--- config.mk ---
export PLATFORM = sky130hd
export DESIGN_NAME = cia_front
export DESIGN_NICKNAME = d
export VERILOG_FILES = /design/src/cia_pkg.sv /design/src/cia_front.sv
export SDC_FILE = /design/constraint.sdc
export NUM_CORES = 1
export LEC_CHECK = 0
export BUFFER_PORTS_ARGS = -buffer_cell sky130_fd_sc_hd__buf_2
export CORE_MARGIN = 5
export CORE_UTILIZATION = 30
export CTS_CLUSTER_SIZE = 10
export DETAILED_ROUTE_END_ITERATION = 10
export HOLD_SLACK_MARGIN = 0.06
export RECOVER_POWER = 25
export SLEW_MARGIN = 20
export SYNTH_ARGS = -nofsm -noshare
export SYNTH_HDL_FRONTEND = slang
export SYNTH_SLANG_ARGS = --single-unit
--- constraint.sdc ---
create_clock -name clk -period 21.1 [get_ports clk]
set_input_delay 1.055 -clock clk [delete_from_list [all_inputs] [get_ports clk]]
set_output_delay 1.055 -clock clk [all_outputs]
set_load 0.02 [all_outputs]
--- src/cia_pkg.sv ---
// ----------------------------------------------------------------------------
// cia_pkg: shared types and codes of the complex integer ALU.
// Holds the command codes and the item carried from front to back.
// ----------------------------------------------------------------------------
package cia_pkg;

    typedef enum logic [2:0] {
        CMD_ADD = 3'd0,
        CMD_MUL = 3'd1,
        CMD_DIV = 3'd2,
        CMD_POW = 3'd3,
        CMD_MAG = 3'd4
    } cmd_t;

    typedef struct packed {
        logic [2:0]  cmd;
        logic [31:0] a_re;
        logic [31:0] a_im;
        logic [31:0] b_re;
        logic [31:0] b_im;
        logic [7:0]  exponent;
    } item_t;

    typedef enum logic [3:0] {
        ST_IDLE,
        ST_MUL1,
        ST_MUL2,
        ST_POW,
        ST_POW2,
        ST_DIVP,
        ST_DIV,
        ST_SQ,
        ST_SQRT,
        ST_DONE
    } state_t;

endpackage

--- src/cia_front.sv ---
// ----------------------------------------------------------------------------
// cia_front: input stage and two-entry queue.
// Accepts input transactions and holds them until the back end takes them.
// ----------------------------------------------------------------------------
module cia_front
(
    input  logic           clk,
    input  logic           rst_n,
    input  logic           in_valid,
    output logic           in_ready,
    input  cia_pkg::item_t in_item,
    output logic           q_valid,
    input  logic           q_ready,
    output cia_pkg::item_t q_item
);
    import cia_pkg::*;

    item_t      mem_reg [2];
    logic       wr_ptr_reg, rd_ptr_reg;
    logic [1:0] cnt_reg;
    logic       push, pop;

    assign in_ready = (cnt_reg != 2'd2);
    assign q_valid  = (cnt_reg != 2'd0);
    assign q_item   = mem_reg[rd_ptr_reg];
    assign push     = in_valid && in_ready;
    assign pop      = q_valid && q_ready;

    always_ff @(posedge clk)
    begin
        if (push)
        begin
            mem_reg[wr_ptr_reg] <= in_item;
        end
    end

    always_ff @(posedge clk or negedge rst_n)
    begin
        if (!rst_n)
        begin
            wr_ptr_reg <= 1'b0;
            rd_ptr_reg <= 1'b0;
            cnt_reg    <= 2'd0;
        end
        else
        begin
            if (push) wr_ptr_reg <= ~wr_ptr_reg;
            if (pop)  rd_ptr_reg <= ~rd_ptr_reg;
            cnt_reg <= cnt_reg + {1'b0, push} - {1'b0, pop};
        end
    end

endmodule

; ---- After elaboration in Yosys (flattened, before gate mapping)
; Memory sizes are Yosys's and may differ from the RTL's.
; Index checks and enable logic that the tools add are counted.
[word_totals]
reg_bits = 4
ram_bits = 278
input_bits = 143
out_inout_bits = 141
wordCells = 14
memories = 1
[classes]
add_sub_neg = 2
n_eq_ne = 1
mux = 2
bitwise = 2
n_reduce_logical = 3
[mem_list]
columns = name, words, word_bits, read_ports, rd_clocked_by_memory_dff, write_ports, line_no
row1 = mem_reg, 2, 139, 1, 0, 1, cia_front.sv:18  ; item_t mem_reg [2];
[ops]
columns = op, count
row1 = $add A2 B1 Y2, 1
row2 = $logic_and A1 B1 Y1, 2
row3 = $mux W1, 2
row4 = $ne A2 B2 Y1 const B, 1
row5 = $not A1 Y1, 2
row6 = $reduce_bool A2 Y1, 1
row7 = $sub A2 B1 Y2, 1

; ---- Depth between registers and ports, before layout
; Gate-level depths: netlist (run 1).
[logic_depth]
depth_word = 4
depth_mapped = 7
depth_no_buf = 7

; ---- Worst setup path after synthesis (run 1)
; Ideal clock, no wire load.
[synth_path]
kind = input to register
startpoint = input port in_valid
endpoint = memory mem_reg[0][0] (netlist bit), enable pin
setup_ns = 0.639
arrival_ns = 6.928
required_time_ns = 20.461
slack_ns = 13.532
stages = 2
n_path_buf = 0
path_cell_list = nand2_1 -> nor2_1
[synth_between]
elab_chain_cells = 3
[synth_lines]
columns = element, line_no
row1 = start: declaration, cia_front.sv:9  ; input logic in_valid,
row2 = $logic_and A1 B1 Y1, cia_front.sv:26  ; assign push = in_valid && in_ready;
row3 = $mux W1, cia_front.sv:31  ; if (push)
row4 = $mux W1 (not written as such), cia_front.sv:33  ; mem_reg[wr_ptr_reg] <= in_item;
row5 = end: declaration, cia_front.sv:18
; No other way between the ends.

==> results of run 1 <==
worst reg2reg max path, cell delays in order (launching register included):
cell and delay (ps):
dfrtp_1 410, nand2b_1 130, nand2_1 150, nor2_4 430
buf_4 740
through the flow:
stage / cell area (sq um) / total power, W / setup WS, ps / instances / util, %
5_1_grt: 13500 / 0.00210 / 16930 / 1234 / 38.1
3_3_place_gp: 12500 / 0.00151 / 17570 / 1184 / 35.5
6_report: 13500 / 0.00200 / 17100 / 1234 / 38.1
3_5_place_dp: 12500 / 0.00151 / 17550 / 1184 / 35.5
2_1_floorplan: 10600 / 0.00133 / 13530 / 450 / -
4_1_cts: 13500 / 0.00204 / 16990 / 1234 / 38.3
worst max path at each step:
stage / from / end / slack [ps]
finish: rd_ptr_reg / q_item[0] / 17100
global route: rd_ptr_reg / q_item[17] / 16930
floorplan: in_valid / mem_reg[0][0] / 13530
CTS: rd_ptr_reg / q_item[0] / 16990
detailed placement: rd_ptr_reg / q_item[0] / 17550
global placement: rd_ptr_reg / q_item[0] / 17570
kinds of logic (layout without fill, tap and decap cells):
family | count (synthesis) | after routing | synth area share [%]
xor gates and xnor gates | 4 | 4 | 0.329
adders and majority gates | 2 | 2 | 0.235
buffers and inverters | 17 | 340 | 1.53
DFF | 282 | 282 | 79.4
muxes | 139 | 139 | 18.2
and+or+nand+nor | 6 | 6 | 0.306
cell type report:
cell class | instances | share of cell area [%]
inverter | 1 | 0.0279
tap | 461 | 4.28
clock buffer | 46 | 7.12
sequential | 282 | 62.7
timing repair buffer | 289 | 10.5
multi-input combinational | 151 | 15.2
clock inverter | 4 | 0.158
per-layer routing:
metal	GRT usage (%)	part of all wire (%)	vias up
met1	13.0	41	2563
met2	16.6	48	197
met4	4.54	2.7	0
li1	-	-	2402
met5	0	0	-
met3	3.78	8.4	38
cell usage in the layout, fill, tap and decap left out, drive strengths merged:
master and count:
xnor2 3, mux2 139, buf 251, dfrtp 4
ha 2, and2 1, clkinvlp 1, nor2 1
and3 1, clkinv 3, nand2b 1, inv 1
nand2 1, edfxtp 278, clkbuf 84, or2 1
xor2 1
power by group:
group	internal (W)	switching (W)
logic	0.000283	0.000377
registers	0.000768	0.0000536
clock network	0.000314	0.000203
==> flow_summary_export.csv, run 1 <==
group,metric,value,unit
floorplan,floorplan.initialDensity,30.1,%
critical_path,critical_path.max_fanout,55,
layout,syn_to_final_growth,26.6,%
sta,setup_viol,0,
critical_path,crit_family,"flip-flops",
sta,skew,12.5,ps
critical_path,reg2reg_slack,18750,ps
synthesis,synth_largest_area_cell,"edfxtp_1",
synthesis,synth_edf_count,278,
power_and_ir_drop,irDropWorstVdd,0.0862,mV
synthesis,syn-num-nets,595,
global_routing,gr-usage-all-layers,10.5,%
layout,fillers,3285,
floorplan,fp-row-count,69,
power_and_ir_drop,power-per-cell-area,148,mW/mm^2
min_path,holdCritPathClass,"primary input to async pin",
run_status,status,"finished, final reports clean",
global_routing,grt_overflow,0,
clock_tree,cts_made_buffers,35,
route,drt_wl_total,21600,microns
critical_path,worstRegToRegCells,4,
synthesis,synth_top_area_share,78.4,%
critical_path,r2r-end,"mem_reg[0][72]",
critical_path,crit_chain,"buf_4 -> mux2_2 -> buf_2",
synthesis,yosysMostFrequentCell,"edfxtp_1",
clock_tree,postCtsHoldBufs,0,
synthesis,netlist_top_cells_area,"edfxtp_1, mux2_4, mux2_2, buf_6, dfrtp_1",
clock_tree,clk_pin_slew,50,ps
synthesis,netlist_area,0.0106,sq mm
synthesis,syn_inst,450,
global_routing,grt_pass1_wl,31400,microns
layout,multi_input_area,0.00205,sq mm
critical_path,required,20050,ps
floorplan,ios,284,
route,drtIter0Drc,175,
clock_tree,postCtsSetupRepairBufs,0,
clock_tree,cts_tree,"done",
floorplan,coreArea,0.0353,sq mm
route,viasPerCell,4.21,
layout,drive_gt1_share,55.9,%
critical_path,cp.depth,3,
sta,slew-limit-headroom,39.1,%
clock_tree,cts_buffer_depth,3,
synthesis,synthTopCellsByCount,"edfxtp_1, mux2_4, mux2_2, buf_6",
route,wl_per_cell,17.5,microns
sta,rsz0062_at_grt,"no",
route,drc_errors,0,
synthesis,synth-async-reset-ratio,1.42,%
global_routing,grt_max_degree,65,
critical_path,cpPeakStageDelay,1000,ps
layout,n_antenna_cell,0,
synthesis,synth_cell_types,17,
synthesis,syn_avg_cell_area,23.7,sq um
critical_path,start_kind,"register",
layout,largest_reg_flops,278,
layout,nets,905,
clock_tree,htree_levels,2,
synthesis,synth_seq_cells,282,
critical_path,arrival,2940,ps
critical_path,setup.worst_path.class,"register to output port",
global_routing,antenna_found_initial,0,
route,routed-via-count,5200,
sta,post-route-min-period,4000,ps
critical_path,slowest_stage,"dfrtp_4",
critical_path,critPathBufInv,2,
clock_tree,clk_latency,510,ps
route,drtPass1Iterations,4,
sta,hold_viol,0,
route,antenna_left,0,
place,io_buffers,283,
job,maxCapViolCount,0,
place,gp_congestion,0.738,
power_and_ir_drop,power.leakage,5.16,nW
floorplan,die_h,198,microns
critical_path,rr_startpoint,"cnt_reg[1]",
floorplan,die_w,198,microns
clock_tree,cts_sinks,282,
sta,finalSetupTns,0,ps
critical_path,cp-end-kind,"output port",
sta,period_share,18.9,%
synthesis,ys_seq_area_share,79.4,%
layout,seq_area,0.00845,sq mm
global_routing,grt_pass1_vias,5566,
synthesis,synth_ff_type,"edfxtp_1",
sta,drv_slew,0,
clock_tree,ctsResizeCount,0,
clock_tree,root_buffer,"clkbuf_16",
sta,max_freq,250,MHz
sta,hold_slack,370,ps
sta,tightest_slew,914,ps
synthesis,yosys_warnings,0,
floorplan,die-area,0.0393,sq mm
place,place_hpwl,14400,microns
(Power assumes the default switching activity.)
==> inputs of run 2 (changes only) <==
==> constraint.sdc (replaced) <==
create_clock -name clk -period 4 [get_ports clk]
set_input_delay 0.2 -clock clk [delete_from_list [all_inputs] [get_ports clk]]
set_output_delay 0.2 -clock clk [all_outputs]
set_load 0.02 [all_outputs]
==> run 2 against run 1 <==
Against the previous run:
- critical path type unchanged
- largest cell class unchanged
- non-clock buffer count increased by 143
- count of clock-buffer cells in the layout decreased by 1
- highest routed layer unchanged
- cell count increased by 11%
- register-to-register slack got worse by 17000 ps
- critical path depth unchanged
- die area unchanged
==> flow_summary_export.csv, run 2 (synthesis gave the netlist of run 1 again) <==
group,metric,value,unit
layout,mostFrequentLayoutCell,"edfxtp_1",
power_and_ir_drop,clockPowerShare,25.2,%
sta,period_share,67.5,%
layout,drive_gt1_share,44.1,%
critical_path,cp-end-kind,"output port",
sta,rsz0062_at_grt,"no",
sta,setup_viol,0,
floorplan,coreArea,0.0353,sq mm
layout,n_antenna_cell,0,
clock_tree,root_buffer,"clkbuf_16",
route,drtIter0Drc,158,
global_routing,grt_pass1_vias,6357,
global_routing,antenna_found_initial,0,
sta,drv_slew,0,
place,io_buffers,283,
power_and_ir_drop,seqPwrFrac,40.6,%
floorplan,die_h,198,microns
power_and_ir_drop,p_comb_share,34.2,%
power_and_ir_drop,irDropWorstVdd,0.494,mV
place,dp_cells,1185,
clock_tree,ctsResizeCount,0,
power_and_ir_drop,power.leakage,5.69,nW
sta,max_freq,370,MHz
clock_tree,cts_buffer_depth,3,
place,place_hpwl,13900,microns
route,viasPerCell,4.16,
layout,final_cells,1375,
power_and_ir_drop,swShare,31.5,%
floorplan,die-area,0.0393,sq mm
critical_path,critical_path.max_fanout,56,
critical_path,arrival,2500,ps
clock_tree,htree_levels,2,
sta,finalSetupTns,0,ps
floorplan,floorplan.initialDensity,30.1,%
route,drtPass1Iterations,4,
global_routing,grt_pass1_wl,34100,microns
power_and_ir_drop,internal-power,0.00731,W
critical_path,slowest_stage,"dfrtp_4",
place,placed_area,0.0126,sq mm
critical_path,start_kind,"register",
clock_tree,clk_latency,490,ps
sta,slew-limit-headroom,35.2,%
place,gp_congestion,0.718,
route,antenna_left,0,
power_and_ir_drop,power-per-cell-area,716,mW/mm^2
job,maxCapViolCount,0,
global_routing,grt_overflow,0,
sta,tightest_slew,972,ps
clock_tree,clk_pin_slew,50,ps
route,drt_wl_total,22400,microns
sta,post-route-min-period,2700,ps
layout,utilization,42.2,%
power_and_ir_drop,power,0.0107,W
floorplan,ios,284,
critical_path,cpPeakStageDelay,1060,ps
floorplan,fp-row-count,69,
clock_tree,cts_sinks,282,
sta,hold_viol,0,
critical_path,crit_chain,"buf_4 -> mux2_4 -> buf_2",
route,routed-via-count,5721,
global_routing,gr-usage-all-layers,10.9,%
layout,final_cell_mix,"edfxtp_1, buf_2, dlygate4sd3_1, mux2_4, clkbuf_1",
floorplan,die_w,198,microns
route,wl_per_cell,16.3,microns
min_path,holdCritPathClass,"primary input to register",
power_and_ir_drop,power.switching,0.00336,W
run_status,status,"finished, final reports clean",
sta,skew,8.40,ps
global_routing,grt_max_degree,140,
route,drc_errors,0,
clock_tree,cts_made_buffers,34,
clock_tree,cts_tree,"done",
layout,largest_reg_flops,278,
critical_path,required,3800,ps
layout,syn_to_final_growth,40.0,%
critical_path,setup.worst_path.class,"register to output port",
layout,fin_area,0.0149,sq mm
layout,nets,1047,
run 2: power by group through the flow:
stage / combinational [W] / sequential (W) / clock (W)
6_report: 0.00365 / 0.00434 / 0.00269
5_1_grt: 0.00388 / 0.00441 / 0.00291
4_1_cts: 0.00372 / 0.00435 / 0.00280
3_5_place_dp: 0.00360 / 0.00441 / 0
3_3_place_gp: 0.00360 / 0.00438 / 0
2_1_floorplan: 0.00270 / 0.00425 / 0
run 2: repair_timing:
action / CTS / global route
setup buffers: 0 / 0
hold buffers: 142 / 0
hold endpoints to repair: 283 / 0
run 2: cell type report:
cell class              count  area [sq um]
inverters                   1          3.75
fillers                  3199         20400
multi-input cells         151          2050
clock buffers              45           956
repair buffers            432          2860
clock inverters             3          11.3
flip-flops and latches    282          8450
well taps                 461           577
run 2: layer usage:
layer | GRT usage [%] | routed length (microns)
met3 | 3.64 | 1830
met1 | 13.0 | 8960
met5 | 0 | 0
met2 | 18.8 | 11000
met4 | 3.34 | 564
run 2: per-stage QoR:
step | hold WS, ps | worst slack, ps
floorplan | -95.6 | 726
global placement | 14.8 | 1780
detailed placement | 13.1 | 1770
CTS | 79.0 | 1230
global route | 116 | 1160
finish | 105 | 1300
run 2: critical path: cells and delay by family (launching register included):
family	cells	cell delay, ps
flops	1	1060
mux	1	330
buf+inv	2	580
run 2: final timing paths:
path	end	slack [ps]	cells past startpoint	startpoint
min	wr_ptr_reg	110	3	in_valid
max	q_item[37]	1300	3	rd_ptr_reg
max reg2reg	mem_reg[0][47]	2030	4	cnt_reg[1]
min reg2reg	cnt_reg[0]	530	1	cnt_reg[0]
min in group asynchronous	rd_ptr_reg	600	3	rst_n
max in group asynchronous	rd_ptr_reg	3200	3	rst_n
==> inputs of run 3 (changes only) <==
==> constraint.sdc (replaced) <==
create_clock -name clk -period 2.2 [get_ports clk]
set_input_delay 0.11 -clock clk [delete_from_list [all_inputs] [get_ports clk]]
set_output_delay 0.11 -clock clk [all_outputs]
set_load 0.02 [all_outputs]
==> run 3 against run 2 <==
Against the previous run:
- critical path depth did not move
- cell count increased by 0.80%
- design area grew 1.5%
- register-to-register slack lost 1600 ps
- worst hold slack improved by 240 ps
- count of clock-buffer cells in the layout up 1
- core utilization grew 0.64 points
- wire length is 2.4% higher
- clock power up 91%
- via count is 1.1% higher
- setup slack got worse by 1200 ps
- global-route usage grew 0.25 points
- highest routed layer unchanged
==> flow_summary_export.csv, run 3 (synthesis gave the netlist of run 1 again) <==
group,metric,value,unit
run_status,status,"finished, final reports clean",
sta,hold_viol,0,
route,routed-via-count,5785,
sta,setup_viol,0,
clock_tree,cts_buffer_depth,3,
route,wl_per_cell,16.5,microns
sta,drv_slew,0,
global_routing,antenna_found_initial,0,
route,drtPass1Iterations,4,
layout,multi_input_area,0.00206,sq mm
route,drtIter0Drc,180,
place,dp_cells,1193,
critical_path,required,2090,ps
place,dp_slack,409,ps
route,drt_wl_total,22900,microns
place,place_hpwl,15000,microns
job,maxCapViolCount,0,
power_and_ir_drop,power,0.0199,W
critical_path,crit_chain,"buf_4 -> mux2_2 -> buf_2",
sta,skew,8.79,ps
clock_tree,ctsResizeCount,0,
clock_tree,cts_made_buffers,35,
layout,mostFrequentLayoutCell,"edfxtp_1",
min_path,holdCritPathClass,"primary input to register",
floorplan,die_h,198,microns
clock_tree,clk_pin_slew,50,ps
sta,fin_ws,136,ps
place,io_buffers,283,
floorplan,coreArea,0.0353,sq mm
critical_path,slowest_stage,"dfrtp_4",
floorplan,floorplan.initialDensity,30.1,%
sta,max_freq,484,MHz
clock_tree,cts_sinks,282,
critical_path,cpPeakStageDelay,500,ps
sta,tightest_slew,485,ps
global_routing,gr-usage-all-layers,11.2,%
sta,post-route-min-period,2060,ps
floorplan,ios,284,
critical_path,critical_path.max_fanout,28,
layout,fillers,3139,
critical_path,start_kind,"register",
power_and_ir_drop,irDropWorstVdd,0.930,mV
layout,largest_reg_flops,278,
power_and_ir_drop,power.leakage,5.81,nW
floorplan,die_w,198,microns
power_and_ir_drop,power-per-cell-area,1320,mW/mm^2
clock_tree,root_buffer,"clkbuf_16",
place,gp_congestion,0.700,
floorplan,fp-row-count,69,
global_routing,grt_pass1_vias,6332,
layout,final_cell_mix,"edfxtp_1, buf_2, dlygate4sd3_1, mux2_4, clkbuf_1",
global_routing,grt_max_degree,71,
sta,rsz0062_at_grt,"no",
floorplan,die-area,0.0393,sq mm
clock_tree,postCtsSetupRepairBufs,0,
layout,nets,1057,
clock_tree,cts_tree,"done",
layout,final_cells,1386,
layout,n_antenna_cell,0,
route,viasPerCell,4.17,
route,drc_errors,0,
critical_path,arrival,1950,ps
clock_tree,htree_levels,2,
critical_path,cp-end-kind,"output port",
global_routing,grt_pass1_wl,34600,microns
route,antenna_left,0,
global_routing,grt_overflow,0,
critical_path,setup.worst_path.class,"register to output port",
critical_path,crit_family,"buffers and inverters",
clock_tree,clk_latency,490,ps
critical_path,critPathBufInv,2,
layout,syn_to_final_growth,42.1,%
sta,period_share,93.8,%
layout,seq_area,0.00845,sq mm
layout,drive_gt1_share,45.6,%
sta,slew-limit-headroom,67.7,%
-- run 3: final timing paths --
path | start | endpoint | slack (ps) | cells past startpoint
max in group asynchronous | rst_n | rd_ptr_reg | 1440 | 3
max reg2reg | cnt_reg[1] | cnt_reg[1] | 400 | 7
min reg2reg | cnt_reg[0] | cnt_reg[0] | 530 | 1
min | in_item[61] | mem_reg[0][61] | 340 | 2
min in group asynchronous | rst_n | rd_ptr_reg | 560 | 3
max | rd_ptr_reg | q_item[0] | 140 | 3
-- run 3: layout make-up --
cell class | instances | share of cell area [%]
repair buffers | 441 | 20.0
clock inverters | 4 | 0.289
inverters | 1 | 0.0248
clock buffers | 46 | 6.41
well taps | 461 | 3.81
flip-flops and latches | 282 | 55.9
multi-input cells | 151 | 13.6
-- run 3: where the power goes --
group          total [W]  switching (W)  internal, W  leakage, nW
Clock            0.00515        0.00199      0.00316        0.496
Sequential       0.00764       0.000294      0.00735         2.63
Combinational    0.00716        0.00400      0.00316         2.69
-- run 3: per-layer routing --
metal | part of all wire [%] | up-vias | wire length [microns] | global-route usage [%]
met5 | 0 | - | 0 | 0
met4 | 2.6 | 0 | 602 | 3.44
met3 | 8.3 | 45 | 1890 | 3.90
met2 | 50 | 188 | 11300 | 19.1
met1 | 40 | 2842 | 9060 | 13.4
li1 | - | 2710 | - | -
-- run 3: through the flow --
| step | utilization [%] | cell area (sq um) | hold WS (ps) | TNS (ps) |
|---|---|---|---|---|
| 2_1_floorplan | - | 10700 | -186 | -198320 |
| 3_3_place_gp | 36.1 | 12800 | -78.1 | 0 |
| 3_5_place_dp | 36.1 | 12800 | -71.3 | 0 |
| 4_1_cts | 43.1 | 15200 | 307 | 0 |
| 5_1_grt | 42.8 | 15100 | 322 | 0 |
| 6_report | 42.8 | 15100 | 341 | 0 |
-- run 3: timing repair --
item / in CTS / in global routing
endpoints found under the hold margin: 284 / 0
hold buffers: 143 / 0
setup endpoints to repair: 0 / 0
